## src/design/dps_pkg.sv

```systemverilog
// shared constants and types for the pedal plausibility block
package dps_pkg;
  localparam int FULL_SCALE = 1000;
  localparam logic [1:0] MODE_SAMPLE = 2'd0;
  localparam logic [1:0] MODE_READ_FAIL = 2'd1;
  localparam logic [1:0] MODE_CLEAR = 2'd2;
  localparam logic [1:0] MODE_NONE = 2'd3;
  localparam logic [2:0] REG_FIRST_MIN = 3'd0;
  localparam logic [2:0] REG_FIRST_MAX = 3'd1;
  localparam logic [2:0] REG_SECOND_MIN = 3'd2;
  localparam logic [2:0] REG_SECOND_MAX = 3'd3;
  localparam logic [2:0] REG_LOW_MARGIN = 3'd4;
  localparam logic [2:0] REG_HIGH_MARGIN = 3'd5;
  localparam logic [2:0] REG_MAX_DIFF = 3'd6;
  localparam logic [2:0] REG_CONFIRM = 3'd7;
  localparam int CFG_IDX_W = 8;

  typedef struct packed {
    logic [1:0] mode;
    logic [15:0] raw_first;
    logic [15:0] raw_second;
    logic [31:0] now_ms;
  } in_item_t;

  typedef struct packed {
    logic [5:0] status;
    logic [9:0] percent_first;
    logic [9:0] percent_second;
    logic [9:0] difference;
    logic [9:0] pedal;
    logic valid_res;
    logic [31:0] fault_elapsed;
  } out_item_t;

  typedef struct packed {
    logic [1:0] mode;
    logic cfg_ok;
    logic [31:0] now_ms;
    logic ok1;
    logic ok2;
    logic neg1;
    logic neg2;
    logic [31:0] num1;
    logic [31:0] num2;
    logic [16:0] den1;
    logic [16:0] den2;
  } job_t;

  typedef struct packed {
    logic clr;
  } ctl_t;
endpackage

```

## src/design/dps_if.sv

```systemverilog
// valid/ready channel interfaces
interface dps_in_if (input logic clk);
  logic valid;
  logic ready;
  dps_pkg::in_item_t data;
  modport source (output valid, output data, input ready);
  modport sink (input valid, input data, output ready);
endinterface

interface dps_out_if (input logic clk);
  logic valid;
  logic ready;
  dps_pkg::out_item_t data;
  modport source (output valid, output data, input ready);
  modport sink (input valid, input data, output ready);
endinterface

interface dps_cfg_if (input logic clk);
  logic valid;
  logic ready;
  logic [dps_pkg::CFG_IDX_W-1:0] index;
  logic [31:0] wdata;
  modport source (output valid, output index, output wdata, input ready);
  modport sink (input valid, input index, input wdata, output ready);
endinterface

```

## src/design/dual_pedal_sensor_plausibility_core.sv

```systemverilog
// top level of the dual pedal sensor plausibility check
// channel  dir  transfer
// in_      in   mode, raw_first, raw_second, now_ms
// out_     out  status, percents, difference, pedal, valid_res, fault_elapsed
// cfg_     in   register index and write data, always ready
// an item passes from input transfer to result valid through the front (IDLE, MUL, OUT),
// the job queue and the back end (DIV1, DIV2, FIN): two 32-step divides on one shared divider
// front takes and prepares the next item while the back end divides
// reset is synchronous and clears control and fault state; no clearing pass
// a held result stalls the back end; the two-job queue then fills and the input stalls
module dual_pedal_sensor_plausibility_core (
  input logic clk,
  input logic rst_n,
  dps_in_if.sink in_ch,
  dps_out_if.source out_ch,
  dps_cfg_if.sink cfg_ch
);
  logic [15:0] fmin_r, fmax_r, smin_r, smax_r, lmar_r, hmar_r, conf_r;
  logic [9:0] maxd_r;
  logic q_full, q_push, q_empty, q_pop;
  dps_pkg::job_t qw, qr;
  dps_pkg::ctl_t ctl;
  logic wr;

  assign cfg_ch.ready = 1'b1;
  assign wr = cfg_ch.valid;
  assign ctl.clr = wr && cfg_ch.index < {5'd0, dps_pkg::REG_LOW_MARGIN};

  always_ff @(posedge clk) begin
    if (!rst_n) begin
      fmin_r <= 16'd0; fmax_r <= 16'd4095; smin_r <= 16'd0; smax_r <= 16'd4095;
      lmar_r <= 16'd100; hmar_r <= 16'd100; maxd_r <= 10'd100; conf_r <= 16'd100;
    end else if (wr && cfg_ch.index[7:3] == 5'd0) begin
      case (cfg_ch.index[2:0])
        dps_pkg::REG_FIRST_MIN: fmin_r <= cfg_ch.wdata[15:0];
        dps_pkg::REG_FIRST_MAX: fmax_r <= cfg_ch.wdata[15:0];
        dps_pkg::REG_SECOND_MIN: smin_r <= cfg_ch.wdata[15:0];
        dps_pkg::REG_SECOND_MAX: smax_r <= cfg_ch.wdata[15:0];
        dps_pkg::REG_LOW_MARGIN: lmar_r <= cfg_ch.wdata[15:0];
        dps_pkg::REG_HIGH_MARGIN: hmar_r <= cfg_ch.wdata[15:0];
        dps_pkg::REG_MAX_DIFF: maxd_r <= cfg_ch.wdata[9:0];
        dps_pkg::REG_CONFIRM: conf_r <= cfg_ch.wdata[15:0];
        default: ;
      endcase
    end
  end

  dps_front u_front (
    .clk, .rst_n, .in_ch, .fmin(fmin_r), .fmax(fmax_r), .smin(smin_r), .smax(smax_r),
    .lmar(lmar_r), .hmar(hmar_r), .q_full, .q_push, .q_data(qw)
  );
  dps_queue u_queue (
    .clk, .rst_n, .push(q_push), .wdata(qw), .full(q_full), .pop(q_pop),
    .empty(q_empty), .rdata(qr)
  );
  dps_back u_back (
    .clk, .rst_n, .q_empty, .job(qr), .q_pop, .maxd(maxd_r), .confirm(conf_r),
    .ctl, .out_ch
  );
endmodule

```

## src/design/dps_front.sv

```systemverilog
// front end: range checks and divider operand setup
module dps_front (
  input  logic clk,
  input  logic rst_n,
  dps_in_if.sink in_ch,
  input  logic [15:0] fmin,
  input  logic [15:0] fmax,
  input  logic [15:0] smin,
  input  logic [15:0] smax,
  input  logic [15:0] lmar,
  input  logic [15:0] hmar,
  input  logic q_full,
  output logic q_push,
  output dps_pkg::job_t q_data
);
  logic [1:0] st_r, st_nxt;
  dps_pkg::in_item_t it_r;
  logic ok1_r, ok2_r;
  logic [32:0] p1_r, p2_r;
  localparam logic [1:0] S_IDLE = 2'd0;
  localparam logic [1:0] S_MUL = 2'd1;
  localparam logic [1:0] S_OUT = 2'd2;

  function automatic logic rng_ok(input logic [15:0] r, input logic [15:0] a,
                                  input logic [15:0] b, input logic [15:0] lm,
                                  input logic [15:0] hm);
    logic [15:0] lo, hi;
    begin
      lo = (a < b) ? a : b;
      hi = (a > b) ? a : b;
      rng_ok = ({1'b0, r} + {1'b0, lm} >= {1'b0, lo}) &&
               ({1'b0, r} <= {1'b0, hi} + {1'b0, hm});
    end
  endfunction

  function automatic logic signed [32:0] mul_fs(input logic [15:0] r,
                                                input logic [15:0] a);
    logic signed [16:0] d;
    begin
      d = $signed({1'b0, r}) - $signed({1'b0, a});
      mul_fs = 33'(d) * 33'(dps_pkg::FULL_SCALE);
    end
  endfunction

  logic signed [16:0] sp1, sp2;
  assign sp1 = $signed({1'b0, fmax}) - $signed({1'b0, fmin});
  assign sp2 = $signed({1'b0, smax}) - $signed({1'b0, smin});

  assign in_ch.ready = (st_r == S_IDLE);

  always_comb begin
    st_nxt = st_r;
    case (st_r)
      S_IDLE: if (in_ch.valid && in_ch.data.mode != dps_pkg::MODE_NONE) st_nxt = S_MUL;
      S_MUL: st_nxt = S_OUT;
      S_OUT: if (!q_full) st_nxt = S_IDLE;
      default: st_nxt = S_IDLE;
    endcase
  end

  always_ff @(posedge clk) begin
    if (!rst_n) st_r <= S_IDLE;
    else st_r <= st_nxt;
    if (st_r == S_IDLE && in_ch.valid) it_r <= in_ch.data;
    if (st_r == S_MUL) begin
      ok1_r <= rng_ok(it_r.raw_first, fmin, fmax, lmar, hmar);
      ok2_r <= rng_ok(it_r.raw_second, smin, smax, lmar, hmar);
      p1_r <= mul_fs(it_r.raw_first, fmin);
      p2_r <= mul_fs(it_r.raw_second, smin);
    end
  end

  always_comb begin
    q_push = (st_r == S_OUT) && !q_full;
    q_data.mode = it_r.mode;
    q_data.cfg_ok = (fmin != fmax) && (smin != smax);
    q_data.now_ms = it_r.now_ms;
    q_data.ok1 = ok1_r;
    q_data.ok2 = ok2_r;
    q_data.neg1 = p1_r[32] ^ sp1[16];
    q_data.neg2 = p2_r[32] ^ sp2[16];
    q_data.num1 = p1_r[32] ? 32'(-p1_r) : p1_r[31:0];
    q_data.num2 = p2_r[32] ? 32'(-p2_r) : p2_r[31:0];
    q_data.den1 = sp1[16] ? 17'(-sp1) : 17'(sp1);
    q_data.den2 = sp2[16] ? 17'(-sp2) : 17'(sp2);
  end
endmodule

```

## src/design/dps_queue.sv

```systemverilog
// two-entry job queue between front and back
module dps_queue (
  input  logic clk,
  input  logic rst_n,
  input  logic push,
  input  dps_pkg::job_t wdata,
  output logic full,
  input  logic pop,
  output logic empty,
  output dps_pkg::job_t rdata
);
  dps_pkg::job_t mem_r [2];
  logic wp_r, rp_r;
  logic [1:0] cnt_r;
  assign full = (cnt_r == 2'd2);
  assign empty = (cnt_r == 2'd0);
  assign rdata = mem_r[rp_r];
  always_ff @(posedge clk) begin
    if (!rst_n) begin
      wp_r <= 1'b0;
      rp_r <= 1'b0;
      cnt_r <= 2'd0;
    end else begin
      if (push) wp_r <= ~wp_r;
      if (pop) rp_r <= ~rp_r;
      cnt_r <= cnt_r + 2'(push) - 2'(pop);
    end
    if (push) mem_r[wp_r] <= wdata;
  end
endmodule

```

## src/design/dps_back.sv

```systemverilog
// back end: serial divides, difference check and fault timer
module dps_back (
  input  logic clk,
  input  logic rst_n,
  input  logic q_empty,
  input  dps_pkg::job_t job,
  output logic q_pop,
  input  logic [9:0] maxd,
  input  logic [15:0] confirm,
  input  dps_pkg::ctl_t ctl,
  dps_out_if.source out_ch
);
  localparam logic [2:0] S_IDLE = 3'd0;
  localparam logic [2:0] S_DIV1 = 3'd1;
  localparam logic [2:0] S_DIV2 = 3'd2;
  localparam logic [2:0] S_FIN = 3'd3;
  localparam logic [2:0] S_OUT = 3'd4;
  logic [2:0] st_r;
  logic [5:0] cnt_r;
  logic [31:0] quo_r;
  logic [16:0] rem_r;
  logic [31:0] q1_r;
  logic tr_r, lf_r;
  logic [31:0] start_r, age_r;
  logic [3:0] pend_r, lat_r;
  logic ov_r;
  dps_pkg::out_item_t od_r;

  logic [31:0] num_s;
  logic [16:0] den_s;
  logic [17:0] trial;
  assign num_s = (st_r == S_DIV1) ? job.num1 : job.num2;
  assign den_s = (st_r == S_DIV1) ? job.den1 : job.den2;
  assign trial = {rem_r, num_s[5'(6'd31 - cnt_r)]} - {1'b0, den_s};

  function automatic logic [9:0] clampq(input logic [31:0] q, input logic neg);
    begin
      if (neg || q == 32'd0) clampq = 10'd0;
      else if (q > 32'(dps_pkg::FULL_SCALE)) clampq = 10'(dps_pkg::FULL_SCALE);
      else clampq = q[9:0];
    end
  endfunction

  logic [9:0] p1, p2, df;
  logic [4:0] inst;
  logic [3:0] timed;
  logic [31:0] age_new;
  logic tr_n, lf_n;
  logic [31:0] start_n;
  logic [3:0] pend_n, lat_n;
  logic [5:0] status;
  logic [10:0] sum;

  always_comb begin
    p1 = clampq(q1_r, job.neg1);
    p2 = clampq(quo_r, job.neg2);
    df = (p1 > p2) ? p1 - p2 : p2 - p1;
    inst = 5'd0;
    if (job.mode == dps_pkg::MODE_READ_FAIL) inst = {3'd0, 1'b1, ~job.cfg_ok};
    else if (!job.cfg_ok) inst = 5'd1;
    else inst = {df >= maxd, ~job.ok2, ~job.ok1, 2'b00};
    timed = inst[4:1];
    tr_n = tr_r; start_n = start_r; age_new = age_r; pend_n = pend_r;
    lat_n = lat_r; lf_n = lf_r;
    if (job.mode == dps_pkg::MODE_CLEAR) begin
      tr_n = 1'b0; start_n = '0; age_new = '0; pend_n = '0; lat_n = '0; lf_n = 1'b0;
    end else if (timed == 4'd0) begin
      tr_n = 1'b0; start_n = '0; age_new = '0; pend_n = '0;
    end else if (!tr_r || pend_r != timed) begin
      tr_n = 1'b1; start_n = job.now_ms; age_new = '0; pend_n = timed;
    end else begin
      age_new = job.now_ms - start_r;
      if (age_new >= {16'd0, confirm}) begin
        lf_n = 1'b1; lat_n = lat_r | timed;
      end
    end
    if (job.mode == dps_pkg::MODE_CLEAR) status = {5'd0, ~job.cfg_ok};
    else status = {lf_n, inst[4:1] | lat_n, inst[0]};
    sum = {1'b0, p1} + {1'b0, p2};
  end

  wire sample_ok = job.mode == dps_pkg::MODE_SAMPLE && job.cfg_ok;

  assign out_ch.valid = ov_r;
  assign out_ch.data = od_r;
  assign q_pop = (st_r == S_FIN) && !ov_r;

  always_ff @(posedge clk) begin
    if (!rst_n) begin
      st_r <= S_IDLE; ov_r <= 1'b0; tr_r <= 1'b0; lf_r <= 1'b0;
      start_r <= '0; age_r <= '0; pend_r <= '0; lat_r <= '0; cnt_r <= '0;
    end else begin
      if (out_ch.valid && out_ch.ready) ov_r <= 1'b0;
      case (st_r)
        S_IDLE: if (!q_empty) begin
          st_r <= S_DIV1; cnt_r <= '0; rem_r <= '0;
        end
        S_DIV1, S_DIV2: begin
          quo_r <= {quo_r[30:0], !trial[17]};
          if (cnt_r == 6'd31) begin
            cnt_r <= '0;
            rem_r <= '0;
            if (st_r == S_DIV1) begin
              st_r <= S_DIV2;
              q1_r <= {quo_r[30:0], !trial[17]};
            end else st_r <= S_FIN;
          end else begin
            cnt_r <= cnt_r + 6'd1;
            rem_r <= !trial[17] ? trial[16:0] : {rem_r[15:0], num_s[5'(6'd31 - cnt_r)]};
          end
        end
        S_FIN: if (!ov_r) begin
          st_r <= S_IDLE; ov_r <= 1'b1;
          od_r.status <= status;
          od_r.percent_first <= sample_ok ? p1 : 10'd0;
          od_r.percent_second <= sample_ok ? p2 : 10'd0;
          od_r.difference <= sample_ok ? df : 10'd0;
          od_r.pedal <= (sample_ok && inst == 5'd0 && !lf_n) ? sum[10:1] : 10'd0;
          od_r.valid_res <= sample_ok && inst == 5'd0 && !lf_n;
          od_r.fault_elapsed <= age_new;
        end
        default: st_r <= S_IDLE;
      endcase
      if (ctl.clr) begin
        tr_r <= 1'b0; lf_r <= 1'b0; start_r <= '0; age_r <= '0;
        pend_r <= '0; lat_r <= '0;
      end else if (st_r == S_FIN && !ov_r) begin
        tr_r <= tr_n; start_r <= start_n; age_r <= age_new; pend_r <= pend_n;
        lat_r <= lat_n; lf_r <= lf_n;
      end
    end
  end
endmodule

```

## src/flat_wrapper.sv

```systemverilog
// flat-port wrapper written by rule: the top's interface ports become plain ports
module dual_pedal_sensor_plausibility_core_flat 
  (clk, rst_n, in_ch_valid, in_ch_data, in_ch_ready, out_ch_valid, out_ch_data, out_ch_ready, cfg_ch_valid, cfg_ch_index, cfg_ch_wdata, cfg_ch_ready);
  dps_in_if in_ch_i (.clk(clk));
  dps_out_if out_ch_i (.clk(clk));
  dps_cfg_if cfg_ch_i (.clk(clk));
  input logic clk;
  input logic rst_n;
  input wire logic [$bits(in_ch_i.valid)-1:0] in_ch_valid;
  input wire logic [$bits(in_ch_i.data)-1:0] in_ch_data;
  output wire logic [$bits(in_ch_i.ready)-1:0] in_ch_ready;
  output wire logic [$bits(out_ch_i.valid)-1:0] out_ch_valid;
  output wire logic [$bits(out_ch_i.data)-1:0] out_ch_data;
  input wire logic [$bits(out_ch_i.ready)-1:0] out_ch_ready;
  input wire logic [$bits(cfg_ch_i.valid)-1:0] cfg_ch_valid;
  input wire logic [$bits(cfg_ch_i.index)-1:0] cfg_ch_index;
  input wire logic [$bits(cfg_ch_i.wdata)-1:0] cfg_ch_wdata;
  output wire logic [$bits(cfg_ch_i.ready)-1:0] cfg_ch_ready;
  assign in_ch_i.valid = in_ch_valid;
  assign in_ch_i.data = in_ch_data;
  assign in_ch_ready = in_ch_i.ready;
  assign out_ch_valid = out_ch_i.valid;
  assign out_ch_data = out_ch_i.data;
  assign out_ch_i.ready = out_ch_ready;
  assign cfg_ch_i.valid = cfg_ch_valid;
  assign cfg_ch_i.index = cfg_ch_index;
  assign cfg_ch_i.wdata = cfg_ch_wdata;
  assign cfg_ch_ready = cfg_ch_i.ready;
  dual_pedal_sensor_plausibility_core u_core (.clk(clk), .rst_n(rst_n), .in_ch(in_ch_i), .out_ch(out_ch_i), .cfg_ch(cfg_ch_i));
endmodule
```

## config.mk

```make
export PLATFORM = sky130hd
export DESIGN_NAME = dual_pedal_sensor_plausibility_core_flat
export DESIGN_NICKNAME = d
export VERILOG_FILES = /design/src/design/dps_pkg.sv /design/src/design/dps_if.sv /design/src/design/dual_pedal_sensor_plausibility_core.sv /design/src/design/dps_front.sv /design/src/design/dps_queue.sv /design/src/design/dps_back.sv /design/src/flat_wrapper.sv
export SDC_FILE = /design/constraint.sdc
export NUM_CORES = 2
export LEC_CHECK = 0
export BUFFER_PORTS_ARGS = -buffer_cell sky130_fd_sc_hd__buf_4
export CAP_MARGIN = 20
export CELL_PAD_IN_SITES_DETAIL_PLACEMENT = 1
export CELL_PAD_IN_SITES_GLOBAL_PLACEMENT = 2
export CORE_ASPECT_RATIO = 0.7
export CORE_MARGIN = 2
export CORE_UTILIZATION = 38
export CTS_CLUSTER_SIZE = 16
export DETAILED_ROUTE_END_ITERATION = 10
export PLACE_DENSITY = 0.85
export SKIP_LAST_GASP = 1
export SYNTH_ARGS = -nofsm -noshare
export SYNTH_HDL_FRONTEND = slang
export SYNTH_SLANG_ARGS = --single-unit
```

## constraint.sdc

```tcl
create_clock -name clk -period 6.49 [get_ports clk]
set_clock_uncertainty 0.15 [all_clocks]
set_input_delay 1.298 -clock clk [delete_from_list [all_inputs] [get_ports clk]]
set_output_delay 1.298 -clock clk [all_outputs]
set_load 0.01 [all_outputs]
```

Yosys cells after proc, flatten, opt, wreduce, memory -nomap -nowiden. Memory sizes are Yosys's and may differ from the RTL's. A register that Yosys moved wholly into a read port is not among the register bits. Index checks and enable logic that the tools add are counted.

Bits in registers: 458. Latch bits: 0. Bits in writable memories: 274. Bits in read-only memories: 0. Output and inout bits: 82. Memories kept: 1.

Memory list: u_core.u_queue.mem_r (words 2, bits a word 137, rd ports 1, clocked after Yosys merged registers in 1, wr ports 1, line dps_queue.sv:12) `dps_pkg::job_t mem_r [2];`.

$add $sub $neg: 21. Multiply operators: 2. Divide/modulo/power cells: 0. Magnitude comparators: 15. Equality and inequality tests: 25. Shift operators: 0. Multiplexer cells: 59. Bitwise operators: 11. Reductions and logical operators: 52.

Operators with widths (count): $mux W32 (6); $mux W17 (6); $add A16 B16 Y17 (4); $sub A16 B16 Y17 (4); $gt A32 B10 Y1 const B (2); $logic_not A32 Y1 (2); $mux W16 (4); $neg A32 Y32 (2); $mul A17 B8 Y25 const B (2); $mux W10 (5); $ge A17 B16 Y1 (2); $le A16 B17 Y1 (2); $neg A17 Y17 (2); $pmux W17 S2 (1); $ge A32 B16 Y1 (1); $gt A16 B16 Y1 (2); $lt A16 B16 Y1 (2); $ne A16 B16 Y1 (2); $sub A32 B32 Y32 (1); $mux W4 (7); $reduce_and A2 Y1 (12); $sub A10 B10 Y10 (2); $sub A18 B17 Y18 (1); $mux W1 (17); 42 further kinds (94).

Logic depth before layout (Yosys ltp).
Word-level depth: 15. Gate-level depth with buffers: 36.

By module. A second synthesis with hierarchy kept.

Cells, all modules: 4309. Area, all modules: 47625.7 µm².

By module, submodules not included: dps_front (instances 1, cells each 2159, area an instance 19591.3 µm², seq. area each 3583.4 µm²); dps_back (instances 1, cells each 1263, area an instance 13132.6 µm², seq. area each 5825.6 µm²); dps_queue (instances 1, cells each 447, area an instance 10189.8 µm², seq. area each 8328.0 µm²); dual_pedal_sensor_plausibility_core (instances 1, cells each 440, area an instance 4712.0 µm², seq. area each 2442.3 µm²).

Least setup slack after synthesis. OpenSTA, ideal clock, no wires.

Kind: register to register. From: register u_core.u_front.it_r[48] (netlist name). To: register u_core.u_front.p1_r[27] (netlist name). Arrival time: 6487 ps. Required time: 6076 ps. Path slack: -411 ps. Cell stages (with the launch flop): 30. Buffers on the path: 0. Clock period less this slack: 6901 ps. Path through: edfxtp_1 > inv_1 > ha_1 > inv_1 > fa_1 > a21o_1 > a21oi_1 > o21ai_0 > a21oi_1 > xnor2_1 > inv_1 > fa_1 > inv_1 > fa_1 > inv_1 > fa_1 > inv_1 > fa_1 > ha_1 > o21a_1 > o21ai_0 > inv_1 > a21oi_1 > o31ai_1 > o41ai_1 > o21ai_0 > o21a_1 > o21a_1 > o21ai_0 > xnor2_1.

Cells in the longest elaborated chain, start to end: 2.

RTL lines: start: declaration (line dps_front.sv:17) `dps_pkg::in_item_t it_r;`; start signal: assignment (line dps_front.sv:64) `if (st_r == S_IDLE && in_ch.valid) it_r <= in_ch.data;`; $sub A16 B16 Y17 (line dps_front.sv:40) `d = $signed({1'b0, r}) - $signed({1'b0, a});`; $mul A17 B8 Y25 (line dps_front.sv:41) `mul_fs = 33'(d) * 33'(dps_pkg::FULL_SCALE);`.

Every way passes these cells. A chain may end at the register's enable or synchronous reset.

Worst setup path in the final report.
From: register u_core.u_back.quo_r[17]. To: register u_core.u_back.start_r[19].

Cells in the longest elaborated chain, start to end: 12.

RTL lines: start: declaration (line dps_back.sv:20) `logic [31:0] quo_r;`; start signal: assignment (line dps_back.sv:99) `quo_r <= {quo_r[30:0], !trial[17]};`; $gt A32 B10 Y1 / $logic_not A32 Y1 (equally long branches) (line dps_back.sv:39, dps_back.sv:38); $mux W10 / $logic_or A1 B1 Y1 (equally long branches) (line dps_back.sv:39, dps_back.sv:38); $mux W10 * (line dps_back.sv:38) `if (neg || q == 32'd0) clampq = 10'd0;`; net u_core.u_back.p2[3] (line dps_back.sv:44) `logic [9:0] p1, p2, df;`; $sub A10 B10 Y10 / $gt A10 B10 Y1 (equally long branches) (line dps_back.sv:57) `df = (p1 > p2) ? p1 - p2 : p2 - p1;`; $mux W10 * (line dps_back.sv:57); net u_core.u_back.df[7] (line dps_back.sv:44); $ge A10 B10 Y1 * (line dps_back.sv:61) `else inst = {df >= maxd, ~job.ok2, ~job.ok1, 2'b00};`; $mux W5 * (line dps_back.sv:60) `else if (!job.cfg_ok) inst = 5'd1;`; $mux W5 * (line dps_back.sv:59) `if (job.mode == dps_pkg::MODE_READ_FAIL) inst = {3'd0, 1'b1, ~job.cfg_ok};`; $ne A4 B4 Y1 (line dps_back.sv:69) `end else if (!tr_r || pend_r != timed) begin`; $logic_or A1 B1 Y1 (line dps_back.sv:69); $reduce_bool A3 Y1 (no source line); $reduce_and A2 Y1 (no source line); end signal: assignment (line dps_back.sv:128) `tr_r <= tr_n; start_r <= start_n; age_r <= age_new; pend_r <= pend_n;`; end: declaration (line dps_back.sv:24) `logic [31:0] start_r, age_r;`.

Mark *: on every way through the listed nets, which the timed path passes. The rest lies on a longest branch.

==> results.json <==
{
  "outcome": "finished, violations left",
  "violations": "setup timing",
  "num_rows": 106,
  "cp-end-kind": "register",
  "coreArea_mm2": 0.119,
  "initial_core_util": 0.382,
  "worst_path_max_delay_cell": "or4_4",
  "clk_pin_slew_ns": 0.06,
  "synthFlopType": "edfxtp_1",
  "vias_per_cell": 5.42,
  "worstMarginPinSlew_ns": 1.12,
  "place_ws_ns": -0.863,
  "cts_made_buffers": 80,
  "ys_types": 87,
  "ys_warn_count": 0,
  "chipWidth_um": 417,
  "crit_required_ns": 6.91,
  "cts_tree": "built",
  "clock-sinks": 720,
  "rsz0062_at_grt": "true",
  "tns_ns": -28.67,
  "p_leak_nw": 23.0,
  "synthArstFlopShare": 0,
  "drtAntennaViolNets": 0,
  "layout_common_cells": "buf_4 (707), edfxtp_1 (540), ha_1 (388), inv_1 (363), nand2_1 (347)",
  "grt.overflow.total": 0,
  "syn_area_mm2": 0.0454,
  "reg2reg_depth": 31,
  "worst_path_largest_cell_delay_ns": 0.54,
  "hold_buffers": 0,
  "drive_gt1_frac": 0.288,
  "fin_util": 0.489,
  "hold_class": "reg2reg",
  "r2r_end": "u_core.u_back.start_r[19]",
  "areaGrowthSynthToFinish_pct": 27.9,
  "io_buffer_count": 175,
  "die_y_um": 293,
  "yosys.area.top_type_share": 0.357,
  "layout_commonest_cell": "buf_4",
  "r2r_setup_slack_ns": -0.54,
  "drt_iter0_drc": 2618,
  "ys_ff_latch": 720,
  "vias": 35600,
  "crit_fanout": 8,
  "drc_errors": 0,
  "first_pass_iters": 5,
  "ys_top_cells_by_area": "edfxtp_1 (36%), ha_1 (12%), dfxtp_1 (7.9%)",
  "period_share": 1.08,
  "grt_usage": 0.240,
  "synth_edf_count": 540,
  "routed_wl_um": 151000,
  "report.final.slew_viol_count": 0,
  "post-dp-hpwl_um": 110000,
  "grt_pass1_wl_um": 226000,
  "hold_start": "u_core.u_front.q_data[109]",
  "ys_seq_area_frac": 0.436,
  "antenna_found_initial": 3,
  "grt_pass1_vias": 37400,
  "dieArea_mm2": 0.122,
  "nNetsFinal": 5606,
  "r2r-start": "u_core.u_back.quo_r[17]",
  "hold_violations": 0,
  "yosysTopAreaCell": "edfxtp_1",
  "clock_path_buffers": 3,
  "num_io_pins": 193,
  "start_kind": "register",
  "worst_slack_ns": -0.542,
  "whs_path_depth": 0,
  "grt_max_degree": 97,
  "htreeDepth": 3,
  "synth_cells": 4190,
  "ir_drop_uv": 568,
  "whs_endpoint": "u_core.u_queue.mem_r[0][109]",
  "avgSynthCellArea_um2": 10.8,
  "max_slew_margin": 0.255,
  "setup_violations": 89,
  "fmax_mhz": 142,
  "post_drt_wl_per_cell_um": 23.0,
  "crit_arrival_ns": 7.46,
  "crit_type": "reg2reg",
  "insertion_delay_ns": 0.67,
  "cap_viol_max_count": 0,
  "min_period_ns": 7.03,
  "clk_root_buffer_cell": "clkbuf_16",
  "power_density_mw_per_mm2": 425,
  "gp_congestion": 0.887
}
## worst max path at each step
stage                            startpoint                   endpoint  slack [ns]  depth (start not counted)
global placement    u_core.u_back.quo_r[17]   u_core.u_back.start_r[0]       -0.54                         28
CTS                 u_core.u_back.quo_r[16]  u_core.u_back.start_r[26]       -0.34                         33
detailed placement  u_core.u_back.quo_r[17]   u_core.u_back.start_r[0]       -0.86                         29
floorplan           u_core.u_front.it_r[48]    u_core.u_front.p1_r[27]       -0.23                         29
global route        u_core.u_back.quo_r[17]  u_core.u_back.start_r[19]       -0.71                         34
finish              u_core.u_back.quo_r[17]  u_core.u_back.start_r[19]       -0.54                         31
## per-layer routing
metal	share of wire	global-route usage
met2	0.46	0.384
met1	0.47	0.345
met4	0.025	0.0584
met3	0.047	0.0306
met5	0	0
## sequential cells by signal (all words and copies together) (netlist names), 17 cells and up, named ones only
register                   count
u_core.u_queue.mem_r         262
u_core.u_back.rem_r           17
u_core.u_front.p2_r           25
u_core.u_back.start_r         32
u_core.u_back.q1_r            32
u_core.u_back.quo_r           32
u_core.u_front.it_r           32
u_core.u_front.q_data         34
u_core.u_front.p1_r           25
u_core.u_back.out_ch.data     79
## synth_stat cells, drive strengths merged, types with 53 or more instances
library cell,n
edfxtp,540
ha,428
inv,398
nand2,390
nor2,245
a21oi,242
xnor2,194
dfxtp,180
o21ai,155
fa,137
nand3,113
a21boi,89
clkbuf,87
nor3,74
xor2,68
mux2,67
nor2b,64
a21o,61
mux4,53
## kinds of logic after synthesis
group,after synthesis,synth area share
AOI/OAI and AO/OA,807,0.115
xor gates and xnor gates,262,0.0505
adders and majority gates,565,0.178
buffers and inverters,519,0.0443
DFF,720,0.436
muxes,172,0.0543
other,2,0.000165
and+or+nand+nor,1143,0.121
## worst max-delay path: cells and delay by family, from the launching register on
family | cells | cell delay (ns)
xor gates and xnor gates | 1 | 0.20
adders and majority gates | 2 | 0.66
and+or+nand+nor | 7 | 1.98
buffers and inverters | 7 | 1.05
AOI/OAI and AO/OA | 14 | 2.49
DFF | 1 | 0.41
## power by group
part / internal, W / switching (W)
clock: 0.00269 / 0.00200
combinational: 0.00714 / 0.00694
sequential: 0.00569 / 0.000209
total: 0.0155 / 0.00915
## what timing repair did
| item | 4_1_cts | 5_1_grt |
|---|---|---|
| endpoints found under the setup margin | 104 | 107 |
| pin swaps | 213 | 181 |
| setup buffers | 86 | 42 |
| gates resized for setup | 330 | 221 |
| endpoints found under the hold margin | 0 | 0 |
| cloned | 7 | 3 |
## final cells by class
cell class	count	area, um2
Fill cell	12700	60900
Multi-Input combinational cell	2972	26100
Sequential cell	720	19800
Timing Repair Buffer	758	6070
Clock buffer	100	2160
Tap cell	1566	1960
Inverter	398	1500
Clock inverter	46	469
Antenna cell	3	7.51
## per-stage QoR
step / power (W) / hold WS (ns) / instances / cell area, um2
after floorplan: 0.0118 / 0.271 / 4207 / 45800
after global placement: 0.0151 / 0.276 / 6299 / 52200
after detailed placement: 0.0156 / 0.283 / 6299 / 52200
after CTS: 0.0228 / 0.298 / 6529 / 56900
after global routing: 0.0261 / 0.313 / 6563 / 58100
final: 0.0247 / 0.295 / 6563 / 58100
(Power assumes the default switching activity.)
